$ cat src/rtl/svg_tag_sniffer_assert.svh
// Assertion macros for the sniffer RTL, used by svgts_back.
// Each macro takes a label, clock, active-low reset, antecedent and consequent.
`ifndef SVG_TAG_SNIFFER_ASSERT_SVH
`define SVG_TAG_SNIFFER_ASSERT_SVH

// Consequent holds in the same cycle as the antecedent
`define SVGTS_ASSERT_NOW(label, clk, rst_n, ante, cons) \
    label: assert property (@(posedge clk) disable iff (!(rst_n)) (ante) |-> (cons)) \
        else $error("svg_tag_sniffer: assertion failed");

// Consequent holds in the cycle after the antecedent
`define SVGTS_ASSERT_NEXT(label, clk, rst_n, ante, cons) \
    label: assert property (@(posedge clk) disable iff (!(rst_n)) (ante) |=> (cons)) \
        else $error("svg_tag_sniffer: assertion failed");

`endif

$ cat src/rtl/svgts_pkg.sv
`timescale 1ns / 1ps
// ----------------------------------------------------------------------------
// svgts_pkg
// Shared types and constants of the SVG start tag sniffer.
// ----------------------------------------------------------------------------
package svgts_pkg;

    localparam int unsigned SCAN_W            = 16;
    localparam logic [SCAN_W-1:0] SCAN_LIMIT_RESET = 16'd8192;
    localparam int unsigned QUEUE_DEPTH_DEF   = 2;
    localparam int unsigned NAME_LEN          = 3;

    // Characters the classifier looks for
    localparam logic [7:0] CH_LT    = 8'h3C; // '<'
    localparam logic [7:0] CH_GT    = 8'h3E; // '>'
    localparam logic [7:0] CH_SLASH = 8'h2F; // '/'
    localparam logic [7:0] CH_COLON = 8'h3A; // ':'
    localparam logic [7:0] CH_QMARK = 8'h3F; // '?'
    localparam logic [7:0] CH_BANG  = 8'h21; // '!'
    localparam logic [7:0] CH_SP    = 8'h20;
    localparam logic [7:0] CH_TAB   = 8'h09;
    localparam logic [7:0] CH_CR    = 8'h0D;
    localparam logic [7:0] CH_LF    = 8'h0A;
    localparam logic [7:0] CH_UP_A  = 8'h41; // 'A'
    localparam logic [7:0] CH_UP_Z  = 8'h5A; // 'Z'
    localparam logic [7:0] CH_S     = 8'h73; // 's'
    localparam logic [7:0] CH_V     = 8'h76; // 'v'
    localparam logic [7:0] CH_G     = 8'h67; // 'g'

    // One classified byte, handed from the front end to the tracker
    typedef struct packed {
        logic                in_win;   // byte lies inside the scan window
        logic                close;    // byte closes the window
        logic                last;     // final byte of the buffer
        logic                space;    // whitespace
        logic                term;     // name terminator: '>', '/' or whitespace
        logic                colon;
        logic                lt;
        logic                qb;       // '?' or '!'
        logic [NAME_LEN-1:0] match;    // case-folded byte equals name char k
    } t_cls;

endpackage

$ cat src/rtl/svgts_byte_if.sv
`timescale 1ns / 1ps
// ----------------------------------------------------------------------------
// svgts_byte_if
// Byte stream channel: valid/ready with one buffer byte and its last flag.
// ----------------------------------------------------------------------------
interface svgts_byte_if;
    logic       valid;
    logic       ready;
    logic [7:0] data_byte;
    logic       last_byte;

    modport source (output valid, output data_byte, output last_byte, input ready);
    modport sink   (input valid, input data_byte, input last_byte, output ready);
endinterface

$ cat src/rtl/svgts_res_if.sv
`timescale 1ns / 1ps
// ----------------------------------------------------------------------------
// svgts_res_if
// Verdict channel: valid/ready with the is_svg flag.
// ----------------------------------------------------------------------------
interface svgts_res_if;
    logic valid;
    logic ready;
    logic is_svg;

    modport source (output valid, output is_svg, input ready);
    modport sink   (input valid, input is_svg, output ready);
endinterface

$ cat src/rtl/svgts_cfg_if.sv
`timescale 1ns / 1ps
// ----------------------------------------------------------------------------
// svgts_cfg_if
// Configuration write channel: valid/ready with the scan limit value.
// ----------------------------------------------------------------------------
interface svgts_cfg_if;
    logic        valid;
    logic        ready;
    logic [15:0] data;

    modport source (output valid, output data, input ready);
    modport sink   (input valid, input data, output ready);
endinterface

$ cat src/rtl/svgts_front.sv
`timescale 1ns / 1ps
// ----------------------------------------------------------------------------
// svgts_front
// Accepts bytes, tracks the window position and classifies each byte.
// ----------------------------------------------------------------------------
module svgts_front (
    input  logic               i_clk,
    input  logic               i_rst_n,
    svgts_cfg_if.sink          i_cfg,
    svgts_byte_if.sink         i_in,
    input  logic               i_push_ready,
    output logic               o_push_valid,
    output svgts_pkg::t_cls    o_push_data
);
    import svgts_pkg::*;

    logic [SCAN_W-1:0] r_limit, n_limit;
    logic [SCAN_W-1:0] r_pos,   n_pos;
    logic [SCAN_W:0]   pos_inc;
    logic [7:0]        c;
    logic [7:0]        lc;
    logic              accept;
    t_cls              cls;

    assign i_cfg.ready  = 1'b1;
    assign i_in.ready   = i_push_ready;
    assign o_push_valid = i_in.valid;
    assign accept       = i_in.valid && i_push_ready;
    assign c            = i_in.data_byte;

    // Fold upper case letters to lower case
    assign lc = (c >= CH_UP_A && c <= CH_UP_Z) ? (c | 8'h20) : c;

    // Classify the byte and mark its place in the window
    always_comb begin
        pos_inc      = {1'b0, r_pos} + {{SCAN_W{1'b0}}, 1'b1};
        cls.in_win   = (r_pos < r_limit);
        cls.close    = cls.in_win && ((pos_inc == {1'b0, r_limit}) || i_in.last_byte);
        cls.last     = i_in.last_byte;
        cls.space    = (c == CH_SP) || (c == CH_TAB) || (c == CH_CR) || (c == CH_LF);
        cls.term     = cls.space || (c == CH_GT) || (c == CH_SLASH);
        cls.colon    = (c == CH_COLON);
        cls.lt       = (c == CH_LT);
        cls.qb       = (c == CH_QMARK) || (c == CH_BANG);
        cls.match[0] = (lc == CH_S);
        cls.match[1] = (lc == CH_V);
        cls.match[2] = (lc == CH_G);
    end

    assign o_push_data = cls;

    // Next window position and scan limit
    always_comb begin
        n_limit = r_limit;
        n_pos   = r_pos;
        if (i_cfg.valid) begin
            n_limit = i_cfg.data;
        end
        if (accept) begin
            if (i_in.last_byte) begin
                n_pos = '0;
            end else if (cls.in_win) begin
                n_pos = pos_inc[SCAN_W-1:0];
            end
        end
    end

    always_ff @(posedge i_clk) begin
        if (!i_rst_n) begin
            r_limit <= SCAN_LIMIT_RESET;
            r_pos   <= '0;
        end else begin
            r_limit <= n_limit;
            r_pos   <= n_pos;
        end
    end

endmodule

$ cat src/rtl/svgts_queue.sv
`timescale 1ns / 1ps
// ----------------------------------------------------------------------------
// svgts_queue
// Short FIFO of classified bytes between the front end and the tracker.
// ----------------------------------------------------------------------------
module svgts_queue #(
    parameter int unsigned DEPTH = svgts_pkg::QUEUE_DEPTH_DEF
) (
    input  logic               i_clk,
    input  logic               i_rst_n,
    input  logic               i_push_valid,
    output logic               o_push_ready,
    input  svgts_pkg::t_cls    i_push_data,
    output logic               o_pop_valid,
    input  logic               i_pop_ready,
    output svgts_pkg::t_cls    o_pop_data
);
    import svgts_pkg::*;

    localparam int unsigned PW = (DEPTH > 1) ? $clog2(DEPTH) : 1;
    localparam int unsigned CW = $clog2(DEPTH + 1);

    t_cls          r_mem [DEPTH];
    logic [PW-1:0] r_wptr, n_wptr;
    logic [PW-1:0] r_rptr, n_rptr;
    logic [CW-1:0] r_count, n_count;
    logic          push, pop;

    assign o_push_ready = (r_count != CW'(DEPTH));
    assign o_pop_valid  = (r_count != '0);
    assign o_pop_data   = r_mem[r_rptr];
    assign push         = i_push_valid && o_push_ready;
    assign pop          = o_pop_valid && i_pop_ready;

    // Advance pointers with wrap and update the fill count
    always_comb begin
        n_wptr  = r_wptr;
        n_rptr  = r_rptr;
        n_count = r_count;
        if (push) begin
            n_wptr = (r_wptr == PW'(DEPTH - 1)) ? '0 : r_wptr + PW'(1);
        end
        if (pop) begin
            n_rptr = (r_rptr == PW'(DEPTH - 1)) ? '0 : r_rptr + PW'(1);
        end
        if (push && !pop) begin
            n_count = r_count + CW'(1);
        end else if (pop && !push) begin
            n_count = r_count - CW'(1);
        end
    end

    always_ff @(posedge i_clk) begin
        if (!i_rst_n) begin
            r_wptr  <= '0;
            r_rptr  <= '0;
            r_count <= '0;
        end else begin
            r_wptr  <= n_wptr;
            r_rptr  <= n_rptr;
            r_count <= n_count;
        end
    end

    // Hold the payload entries
    always_ff @(posedge i_clk) begin
        if (push) begin
            r_mem[r_wptr] <= i_push_data;
        end
    end

endmodule

$ cat src/rtl/svgts_back.sv
`timescale 1ns / 1ps
// ----------------------------------------------------------------------------
// svgts_back
// Tag tracker: advances the live tracker set per byte and emits the verdict.
// ----------------------------------------------------------------------------
module svgts_back (
    input  logic               i_clk,
    input  logic               i_rst_n,
    input  logic               i_pop_valid,
    output logic               o_pop_ready,
    input  svgts_pkg::t_cls    i_pop_data,
    svgts_res_if.source        o_res
);
    import svgts_pkg::*;

    `include "svg_tag_sniffer_assert.svh"

    // Tracker bit positions: whitespace skip, name before ':' with k matched,
    // mismatched name before ':', name after ':' with k matched
    localparam int unsigned LW    = 10;
    localparam int unsigned B_WS  = 0;
    localparam int unsigned B_B0  = 1;
    localparam int unsigned B_BAD = 5;
    localparam int unsigned B_C0  = 6;

    logic [LW-1:0] r_live, n_live;
    logic          r_found, n_found;
    logic          r_out_valid, n_out_valid;
    logic          r_is_svg, n_is_svg;
    logic [3:0]    bset;
    logic [LW-1:0] nx;
    logic          hit;
    logic          pop;
    t_cls          it;

    assign it          = i_pop_data;
    assign o_pop_ready = !it.last || !r_out_valid || o_res.ready;
    assign pop         = i_pop_valid && o_pop_ready;

    // One step of the tracker set
    always_comb begin
        nx   = '0;
        hit  = 1'b0;
        bset = r_live[B_B0 +: 4];
        if (r_live[B_WS]) begin
            if (it.space) begin
                nx[B_WS] = 1'b1;
            end else if (!it.qb) begin
                bset[0] = 1'b1;
            end
        end
        for (int k = 0; k < 4; k++) begin
            if (bset[k]) begin
                if (it.colon) begin
                    nx[B_C0] = 1'b1;
                end else if (it.term) begin
                    if (k == NAME_LEN) begin
                        hit = 1'b1;
                    end
                end else if (k < NAME_LEN && it.match[k[1:0]]) begin
                    nx[B_B0 + k + 1] = 1'b1;
                end else begin
                    nx[B_BAD] = 1'b1;
                end
            end
        end
        if (r_live[B_BAD]) begin
            if (it.colon) begin
                nx[B_C0] = 1'b1;
            end else if (!it.term) begin
                nx[B_BAD] = 1'b1;
            end
        end
        for (int k = 0; k < 4; k++) begin
            if (r_live[B_C0 + k]) begin
                if (it.term) begin
                    if (k == NAME_LEN) begin
                        hit = 1'b1;
                    end
                end else if (k < NAME_LEN && it.match[k[1:0]]) begin
                    nx[B_C0 + k + 1] = 1'b1;
                end
            end
        end
        if (it.lt) begin
            nx[B_WS] = 1'b1;
        end
    end

    // Apply the step, close the window and produce the verdict
    always_comb begin
        n_live      = r_live;
        n_found     = r_found;
        n_out_valid = r_out_valid && !o_res.ready;
        n_is_svg    = r_is_svg;
        if (pop) begin
            if (it.in_win) begin
                n_live  = nx;
                n_found = r_found || hit;
                if (it.close) begin
                    n_found = n_found || nx[B_B0 + 3] || nx[B_C0 + 3];
                    n_live  = '0;
                end
            end
            if (it.last) begin
                n_out_valid = 1'b1;
                n_is_svg    = n_found;
                n_found     = 1'b0;
                n_live      = '0;
            end
        end
    end

    always_ff @(posedge i_clk) begin
        if (!i_rst_n) begin
            r_live      <= '0;
            r_found     <= 1'b0;
            r_out_valid <= 1'b0;
            r_is_svg    <= 1'b0;
        end else begin
            r_live      <= n_live;
            r_found     <= n_found;
            r_out_valid <= n_out_valid;
            r_is_svg    <= n_is_svg;
        end
    end

    assign o_res.valid  = r_out_valid;
    assign o_res.is_svg = r_is_svg;

    `SVGTS_ASSERT_NEXT(a_close_clears, i_clk, i_rst_n,
        pop && it.in_win && it.close, r_live == '0)
    `SVGTS_ASSERT_NEXT(a_last_verdict, i_clk, i_rst_n,
        pop && it.last, o_res.valid && !r_found && r_live == '0)
    `SVGTS_ASSERT_NEXT(a_outside_hold, i_clk, i_rst_n,
        pop && !it.in_win && !it.last, $stable(r_live) && $stable(r_found))
    `SVGTS_ASSERT_NOW(a_no_overrun, i_clk, i_rst_n,
        r_out_valid && !o_res.ready && i_pop_valid && it.last, !o_pop_ready)

endmodule

$ cat src/rtl/svg_tag_sniffer.sv
`timescale 1ns / 1ps
// ----------------------------------------------------------------------------
// svg_tag_sniffer
// Streaming detector for an SVG start tag in the leading bytes of a buffer.
// ----------------------------------------------------------------------------
// Bytes enter on i_in at one per clock cycle, with no bubbles between buffers,
// while the verdict output keeps up. Only the first scan_limit bytes (8192
// after reset) are examined; the user must write it on i_cfg only while the
// block is idle, which the block does not enforce. Exactly one verdict leaves
// on o_res for the byte marked last_byte, valid from the clock edge that moves
// that byte out of the internal queue. The tracker set takes one classified
// byte per cycle unless a last byte waits on an untaken verdict; a queue of
// QUEUE_DEPTH entries decouples byte acceptance from a stalled verdict output.
module svg_tag_sniffer #(
    parameter int unsigned QUEUE_DEPTH = svgts_pkg::QUEUE_DEPTH_DEF
) (
    input  logic         i_clk,
    input  logic         i_rst_n,
    svgts_cfg_if.sink    i_cfg,
    svgts_byte_if.sink   i_in,
    svgts_res_if.source  o_res
);
    import svgts_pkg::*;

    logic push_valid, push_ready;
    logic pop_valid,  pop_ready;
    t_cls push_data,  pop_data;

    // Accept and classify
    svgts_front u_front (
        .i_clk        (i_clk),
        .i_rst_n      (i_rst_n),
        .i_cfg        (i_cfg),
        .i_in         (i_in),
        .i_push_ready (push_ready),
        .o_push_valid (push_valid),
        .o_push_data  (push_data)
    );

    // Decouple front and back
    svgts_queue #(
        .DEPTH (QUEUE_DEPTH)
    ) u_queue (
        .i_clk        (i_clk),
        .i_rst_n      (i_rst_n),
        .i_push_valid (push_valid),
        .o_push_ready (push_ready),
        .i_push_data  (push_data),
        .o_pop_valid  (pop_valid),
        .i_pop_ready  (pop_ready),
        .o_pop_data   (pop_data)
    );

    // Track candidates and deliver the verdict
    svgts_back u_back (
        .i_clk       (i_clk),
        .i_rst_n     (i_rst_n),
        .i_pop_valid (pop_valid),
        .o_pop_ready (pop_ready),
        .i_pop_data  (pop_data),
        .o_res       (o_res)
    );

endmodule

$ cat src/flat_wrapper.sv
// flat-port wrapper written by rule: the top's interface ports become plain ports
module svg_tag_sniffer_flat import svgts_pkg::*;
#(
    parameter int unsigned QUEUE_DEPTH = svgts_pkg::QUEUE_DEPTH_DEF
)
  (i_clk, i_rst_n, i_cfg_valid, i_cfg_data, i_cfg_ready, i_in_valid, i_in_data_byte, i_in_last_byte, i_in_ready, o_res_valid, o_res_is_svg, o_res_ready);
  svgts_cfg_if i_cfg_i ();
  svgts_byte_if i_in_i ();
  svgts_res_if o_res_i ();
  input  logic i_clk;
  input  logic i_rst_n;
  input wire logic [$bits(i_cfg_i.valid)-1:0] i_cfg_valid;
  input wire logic [$bits(i_cfg_i.data)-1:0] i_cfg_data;
  output wire logic [$bits(i_cfg_i.ready)-1:0] i_cfg_ready;
  input wire logic [$bits(i_in_i.valid)-1:0] i_in_valid;
  input wire logic [$bits(i_in_i.data_byte)-1:0] i_in_data_byte;
  input wire logic [$bits(i_in_i.last_byte)-1:0] i_in_last_byte;
  output wire logic [$bits(i_in_i.ready)-1:0] i_in_ready;
  output wire logic [$bits(o_res_i.valid)-1:0] o_res_valid;
  output wire logic [$bits(o_res_i.is_svg)-1:0] o_res_is_svg;
  input wire logic [$bits(o_res_i.ready)-1:0] o_res_ready;
  assign i_cfg_i.valid = i_cfg_valid;
  assign i_cfg_i.data = i_cfg_data;
  assign i_cfg_ready = i_cfg_i.ready;
  assign i_in_i.valid = i_in_valid;
  assign i_in_i.data_byte = i_in_data_byte;
  assign i_in_i.last_byte = i_in_last_byte;
  assign i_in_ready = i_in_i.ready;
  assign o_res_valid = o_res_i.valid;
  assign o_res_is_svg = o_res_i.is_svg;
  assign o_res_i.ready = o_res_ready;
  svg_tag_sniffer #(.QUEUE_DEPTH(QUEUE_DEPTH)) u_core (.i_clk(i_clk), .i_rst_n(i_rst_n), .i_cfg(i_cfg_i), .i_in(i_in_i), .o_res(o_res_i));
endmodule
$ cat config.mk
export PLATFORM = sky130hd
export DESIGN_NAME = svg_tag_sniffer_flat
export DESIGN_NICKNAME = d
export VERILOG_FILES = /design/src/rtl/svgts_pkg.sv /design/src/rtl/svgts_byte_if.sv /design/src/rtl/svgts_res_if.sv /design/src/rtl/svgts_cfg_if.sv /design/src/rtl/svgts_front.sv /design/src/rtl/svgts_queue.sv /design/src/rtl/svgts_back.sv /design/src/rtl/svg_tag_sniffer.sv /design/src/flat_wrapper.sv
export VERILOG_INCLUDE_DIRS = /design/src /design/src/rtl
export SDC_FILE = /design/constraint.sdc
export NUM_CORES = 1
export LEC_CHECK = 0
export BUFFER_PORTS_ARGS = -buffer_cell sky130_fd_sc_hd__buf_2
export CORE_MARGIN = 2
export CORE_UTILIZATION = 55
export DETAILED_ROUTE_END_ITERATION = 10
export GPL_TIMING_DRIVEN = 0
export PLACE_DENSITY = 0.84
export SLEW_MARGIN = 20
export SYNTH_ARGS = -nofsm -noshare
export SYNTH_HDL_FRONTEND = slang
export SYNTH_SLANG_ARGS = --single-unit
export TNS_END_PERCENT = 20
$ cat constraint.sdc
create_clock -name i_clk -period 2.45 [get_ports i_clk]
set_input_delay 0.245 -clock i_clk [delete_from_list [all_inputs] [get_ports i_clk]]
set_output_delay 0.245 -clock i_clk [all_outputs]
set_load 0.1 [all_outputs]
==> PnR_summary.wiki <==
{| class="wikitable"
! Metric !! Value
|-
| Unrepaired setup endpoints after global routing || no
|-
| Total number of vias || 3642
|-
| Clock transition at the register clock pins on the worst setup and hold paths after CTS || 0.08 ns
|-
| Worst setup path category || reg2reg
|-
| Number of remaining DRC errors || 0
|-
| Number of optimization iterations in the first detailed-route pass || 5
|-
| Main synth FF type || sky130_fd_sc_hd__dfxtp_1
|-
| Leakage component of the power || 1.76 nW
|-
| Launch point of the worst hold path || i_in_last_byte
|-
| Shortest period the worst path allows || 2.32 ns
|-
| Horizontal die dimension || 91.3 um
|-
| Pin count of the biggest net entering global routing || 13
|-
| Min Hold Slack || 0.115 ns
|-
| Worst-case register-to-register setup slack || 0.13 ns
|-
| Cell type with the highest aggregate area in the netlist || sky130_fd_sc_hd__dfxtp_1
|-
| Initial core utilization || 57.2%
|-
| Detail-routed net length per standard cell || 17.1 um
|-
| IR drop worst, VDD || 0.000366 V
|-
| Combined global-route utilization of all metal layers || 25.8%
|-
| FFs w/ async S/R, synth || 0%
|-
| Post-route antenna net violation count || 0
|-
| Slew at the pin closest to its max-slew limit || 0.988 ns
|-
| # clock sinks || 71
|-
| Remaining global-route overflow || 0
|-
| Path class of the lowest-slack min-delay path || in2reg
|-
| Antenna violations before repair || 0
|-
| Chip height || 91.3 um
|-
| Run status || finished, final reports clean
|-
| Number of cells in the finished layout apart from fillers || 603
|-
| Share of layout cells above drive strength 1 || 16.5%
|-
| Worst hold endpoint || u_core.u_queue.r_mem[0][8]
|-
| Placed cell count || 586
|-
| Sequential-to-total area share from yosys stat || 39.1%
|-
| Via density || 6.04
|-
| Worst-skew pair later-pin latency || 0.35 ns
|-
| I/O pin total || 34
|-
| Yosys warns || 0
|-
| Place WS || 0.00157 ns
|-
| Kind of start point of the critical path || register
|-
| Cell area after technology mapping || 4190 sq um
|-
| Max frequency || 0.431 GHz
|-
| Antenna diodes || 0
|-
| Clock root buffer || sky130_fd_sc_hd__clkbuf_8
|-
| # Max-Cap Violations || 0
|-
| Number of standard-cell rows in the floorplan || 31
|-
| Hold Crit Depth || 1
|-
| H-tree depth || 3
|-
| Number of global-route vias before repair || 3472
|-
| First-pass GRT wire length || 17.0 mm
|-
| Reg-to-reg critical path startpoint || u_core.u_front.r_limit[11]
|-
| Number of nets produced by synthesis || 507
|-
| Top cell type's share of synthesized area || 23.4%
|-
| Final Util || 64.1%
|-
| CTS tree || built
|-
| Weighted congestion reported at the end of routability-driven placement || 0.977
|-
| Fin crit share || 94.8%
|-
| Largest fanout on the critical path || 10
|-
| Worst setup margin || 0.129 ns
|-
| Depth of the most critical reg-to-reg path || 9
|-
| Top post-synthesis cells by area || sky130_fd_sc_hd__dfxtp_1 23%, sky130_fd_sc_hd__edfxtp_1 16%, sky130_fd_sc_hd__ha_1 5.4%, sky130_fd_sc_hd__mux2i_1 5.0%, sky130_fd_sc_hd__nor2_1 3.8%
|-
| Maximum buffer depth of the clock tree || 2
|-
| Cells after Synth || 459
|-
| Relative max-transition margin || 33.9%
|-
| Power per cell area || 730 nW/um^2
|-
| Number of unique standard cell types used by synthesis || 70
|-
| Final count of pins violating max slew || 0
|-
| Clock buffers created by TritonCTS || 9
|-
| Data arrival time of the critical path || 2.60 ns
|-
| Final hold violation count || 0
|-
| Total design power || 0.00343 W
|-
| Critical path capture point type || register
|-
| DRT Wirelength || 10.3 mm
|-
| Std-Cell Core Area || 7330 sq um
|-
| Count of flip-flops with a built-in enable after synthesis || 22
|-
| Layout overhead on the synthesized area || 12.1%
|-
| # hold bufs at CTS || 0
|-
| Data required time at the worst endpoint || 2.73 ns
|-
| Synthesized area divided by synthesized cell count || 9.14 sq um
|-
| Number of buffer cells added on primary ports || 28
|-
| Finish-stage setup viols || 0
|-
| Largest clock skew in the final design || 0.00998 ns
|-
| Post-detail-place hpwl || 7.47 mm
|-
| Die Footprint || 8340 sq um
|-
| Layout net count || 547
|-
| Most frequent cells after synthesis || 49 x sky130_fd_sc_hd__dfxtp_1, 43 x sky130_fd_sc_hd__nor2_1, 30 x sky130_fd_sc_hd__nand2_1
|-
| End of the worst register-to-register path || u_core.u_front.r_pos[13]
|-
| Most numerous cell in the Yosys netlist || sky130_fd_sc_hd__dfxtp_1
|-
| #FFs+latches synth || 71
|-
| Initial DRC Count || 262
|}
## cells in the final DEF, fill, tap and decap left out, types with 13 or more instances in the layout
| cell | instances |
|---|---|
| sky130_fd_sc_hd__mux2i_1 | 21 |
| sky130_fd_sc_hd__ha_1 | 18 |
| sky130_fd_sc_hd__xnor2_1 | 13 |
| sky130_fd_sc_hd__nand2_1 | 30 |
| sky130_fd_sc_hd__inv_1 | 22 |
| sky130_fd_sc_hd__o21ai_0 | 22 |
| sky130_fd_sc_hd__nor2_1 | 43 |
| sky130_fd_sc_hd__clkbuf_1 | 15 |
| sky130_fd_sc_hd__a21oi_1 | 28 |
| sky130_fd_sc_hd__dfxtp_1 | 47 |
| sky130_fd_sc_hd__edfxtp_1 | 22 |
| sky130_fd_sc_hd__nor3_1 | 16 |
| sky130_fd_sc_hd__buf_2 | 33 |
## critical path: stages (launching register included)
cell and delay [ns]:
sky130_fd_sc_hd__dfxtp_1 0.44, sky130_fd_sc_hd__inv_1 0.11, sky130_fd_sc_hd__ha_1 0.34, sky130_fd_sc_hd__nand2_1 0.14
sky130_fd_sc_hd__o21ai_0 0.13, sky130_fd_sc_hd__a21oi_2 0.20, sky130_fd_sc_hd__buf_4 0.17, sky130_fd_sc_hd__nand3_4 0.15
sky130_fd_sc_hd__or4_1 0.43, sky130_fd_sc_hd__a21oi_1 0.14
## through the flow
step / cell area (sq um) / setup TNS, ns
floorplan: 4190 / 0
global route: 4700 / 0
detailed placement: 4460 / 0
CTS: 4680 / 0
global placement: 4460 / -0.00521
finish: 4700 / 0
## repair_timing
action | 4_1_cts | 5_1_grt
buffers inserted | 0 | 1
resized for setup | 2 | 5
gates cloned | 0 | 0
pin swaps | 0 | 1
endpoints found under the setup margin | 4 | 9
## power by group
part / internal [W] / total [W] / switching [W]
sequential: 0.00134 / 0.00142 / 0.0000801
combinational: 0.000341 / 0.000978 / 0.000636
clock: 0.000576 / 0.00103 / 0.000456
total: 0.00226 / 0.00343 / 0.00117
## flip-flops by register name, indices dropped and copies added (netlist names), named ones only
signal / cells
u_core.u_back.o_res.is_svg: 1
u_core.u_back.o_res.valid: 1
u_core.u_back.r_found: 1
u_core.u_back.r_live: 9
u_core.u_front.r_limit: 16
u_core.u_front.r_pos: 16
u_core.u_queue.r_count: 2
u_core.u_queue.r_mem: 22
u_core.u_queue.r_rptr: 1
u_core.u_queue.r_wptr: 1
## kinds of logic after synthesis
kind of cell             count (synthesis)  share of synthesized area, %
flip-flops                              71                          39.1
other                                    1                        0.0894
multiplexers                            25                          6.41
AO/OA/AOI/OAI                          104                          16.8
buffers and inverters                   54                          6.23
adder cells (fa/ha/maj)                 18                          5.37
XOR/XNOR                                25                          5.22
AND/OR/NAND/NOR                        161                          20.8
## per-layer routing
metal / global-route usage, % / part of all wire (%) / vias up
li1: - / - / 1766
met1: 35.4 / 45 / 1697
met2: 40.7 / 46 / 154
met3: 4.65 / 6.9 / 25
met4: 9.09 / 1.7 / 0
met5: 0 / 0 / -
## how the worst max path moves through the flow
stage / start / to / cells past startpoint
2_1_floorplan: u_core.u_back.o_res.valid / u_core.u_queue.r_count[1] / 5
3_3_place_gp: u_core.u_front.r_pos[1] / u_core.u_queue.r_mem[0][9] / 9
3_5_place_dp: u_core.u_front.r_pos[1] / u_core.u_queue.r_mem[0][9] / 9
4_1_cts: u_core.u_front.r_pos[1] / u_core.u_queue.r_mem[0][9] / 9
5_1_grt: u_core.u_front.r_pos[1] / u_core.u_queue.r_mem[0][9] / 9
6_report: u_core.u_front.r_limit[11] / u_core.u_front.r_pos[13] / 9
## layout make-up
| class | instances | area [sq um] |
|---|---|---|
| Buffer | 30 | 173 |
| Clock buffer | 11 | 131 |
| Clock inverter | 5 | 81.3 |
| Fill cell | 635 | 2630 |
| Inverter | 24 | 90.1 |
| Multi-Input combinational cell | 334 | 2310 |
| Sequential cell | 71 | 1640 |
| Tap cell | 99 | 124 |
| Timing Repair Buffer | 29 | 148 |
(Power assumes the default switching activity.)
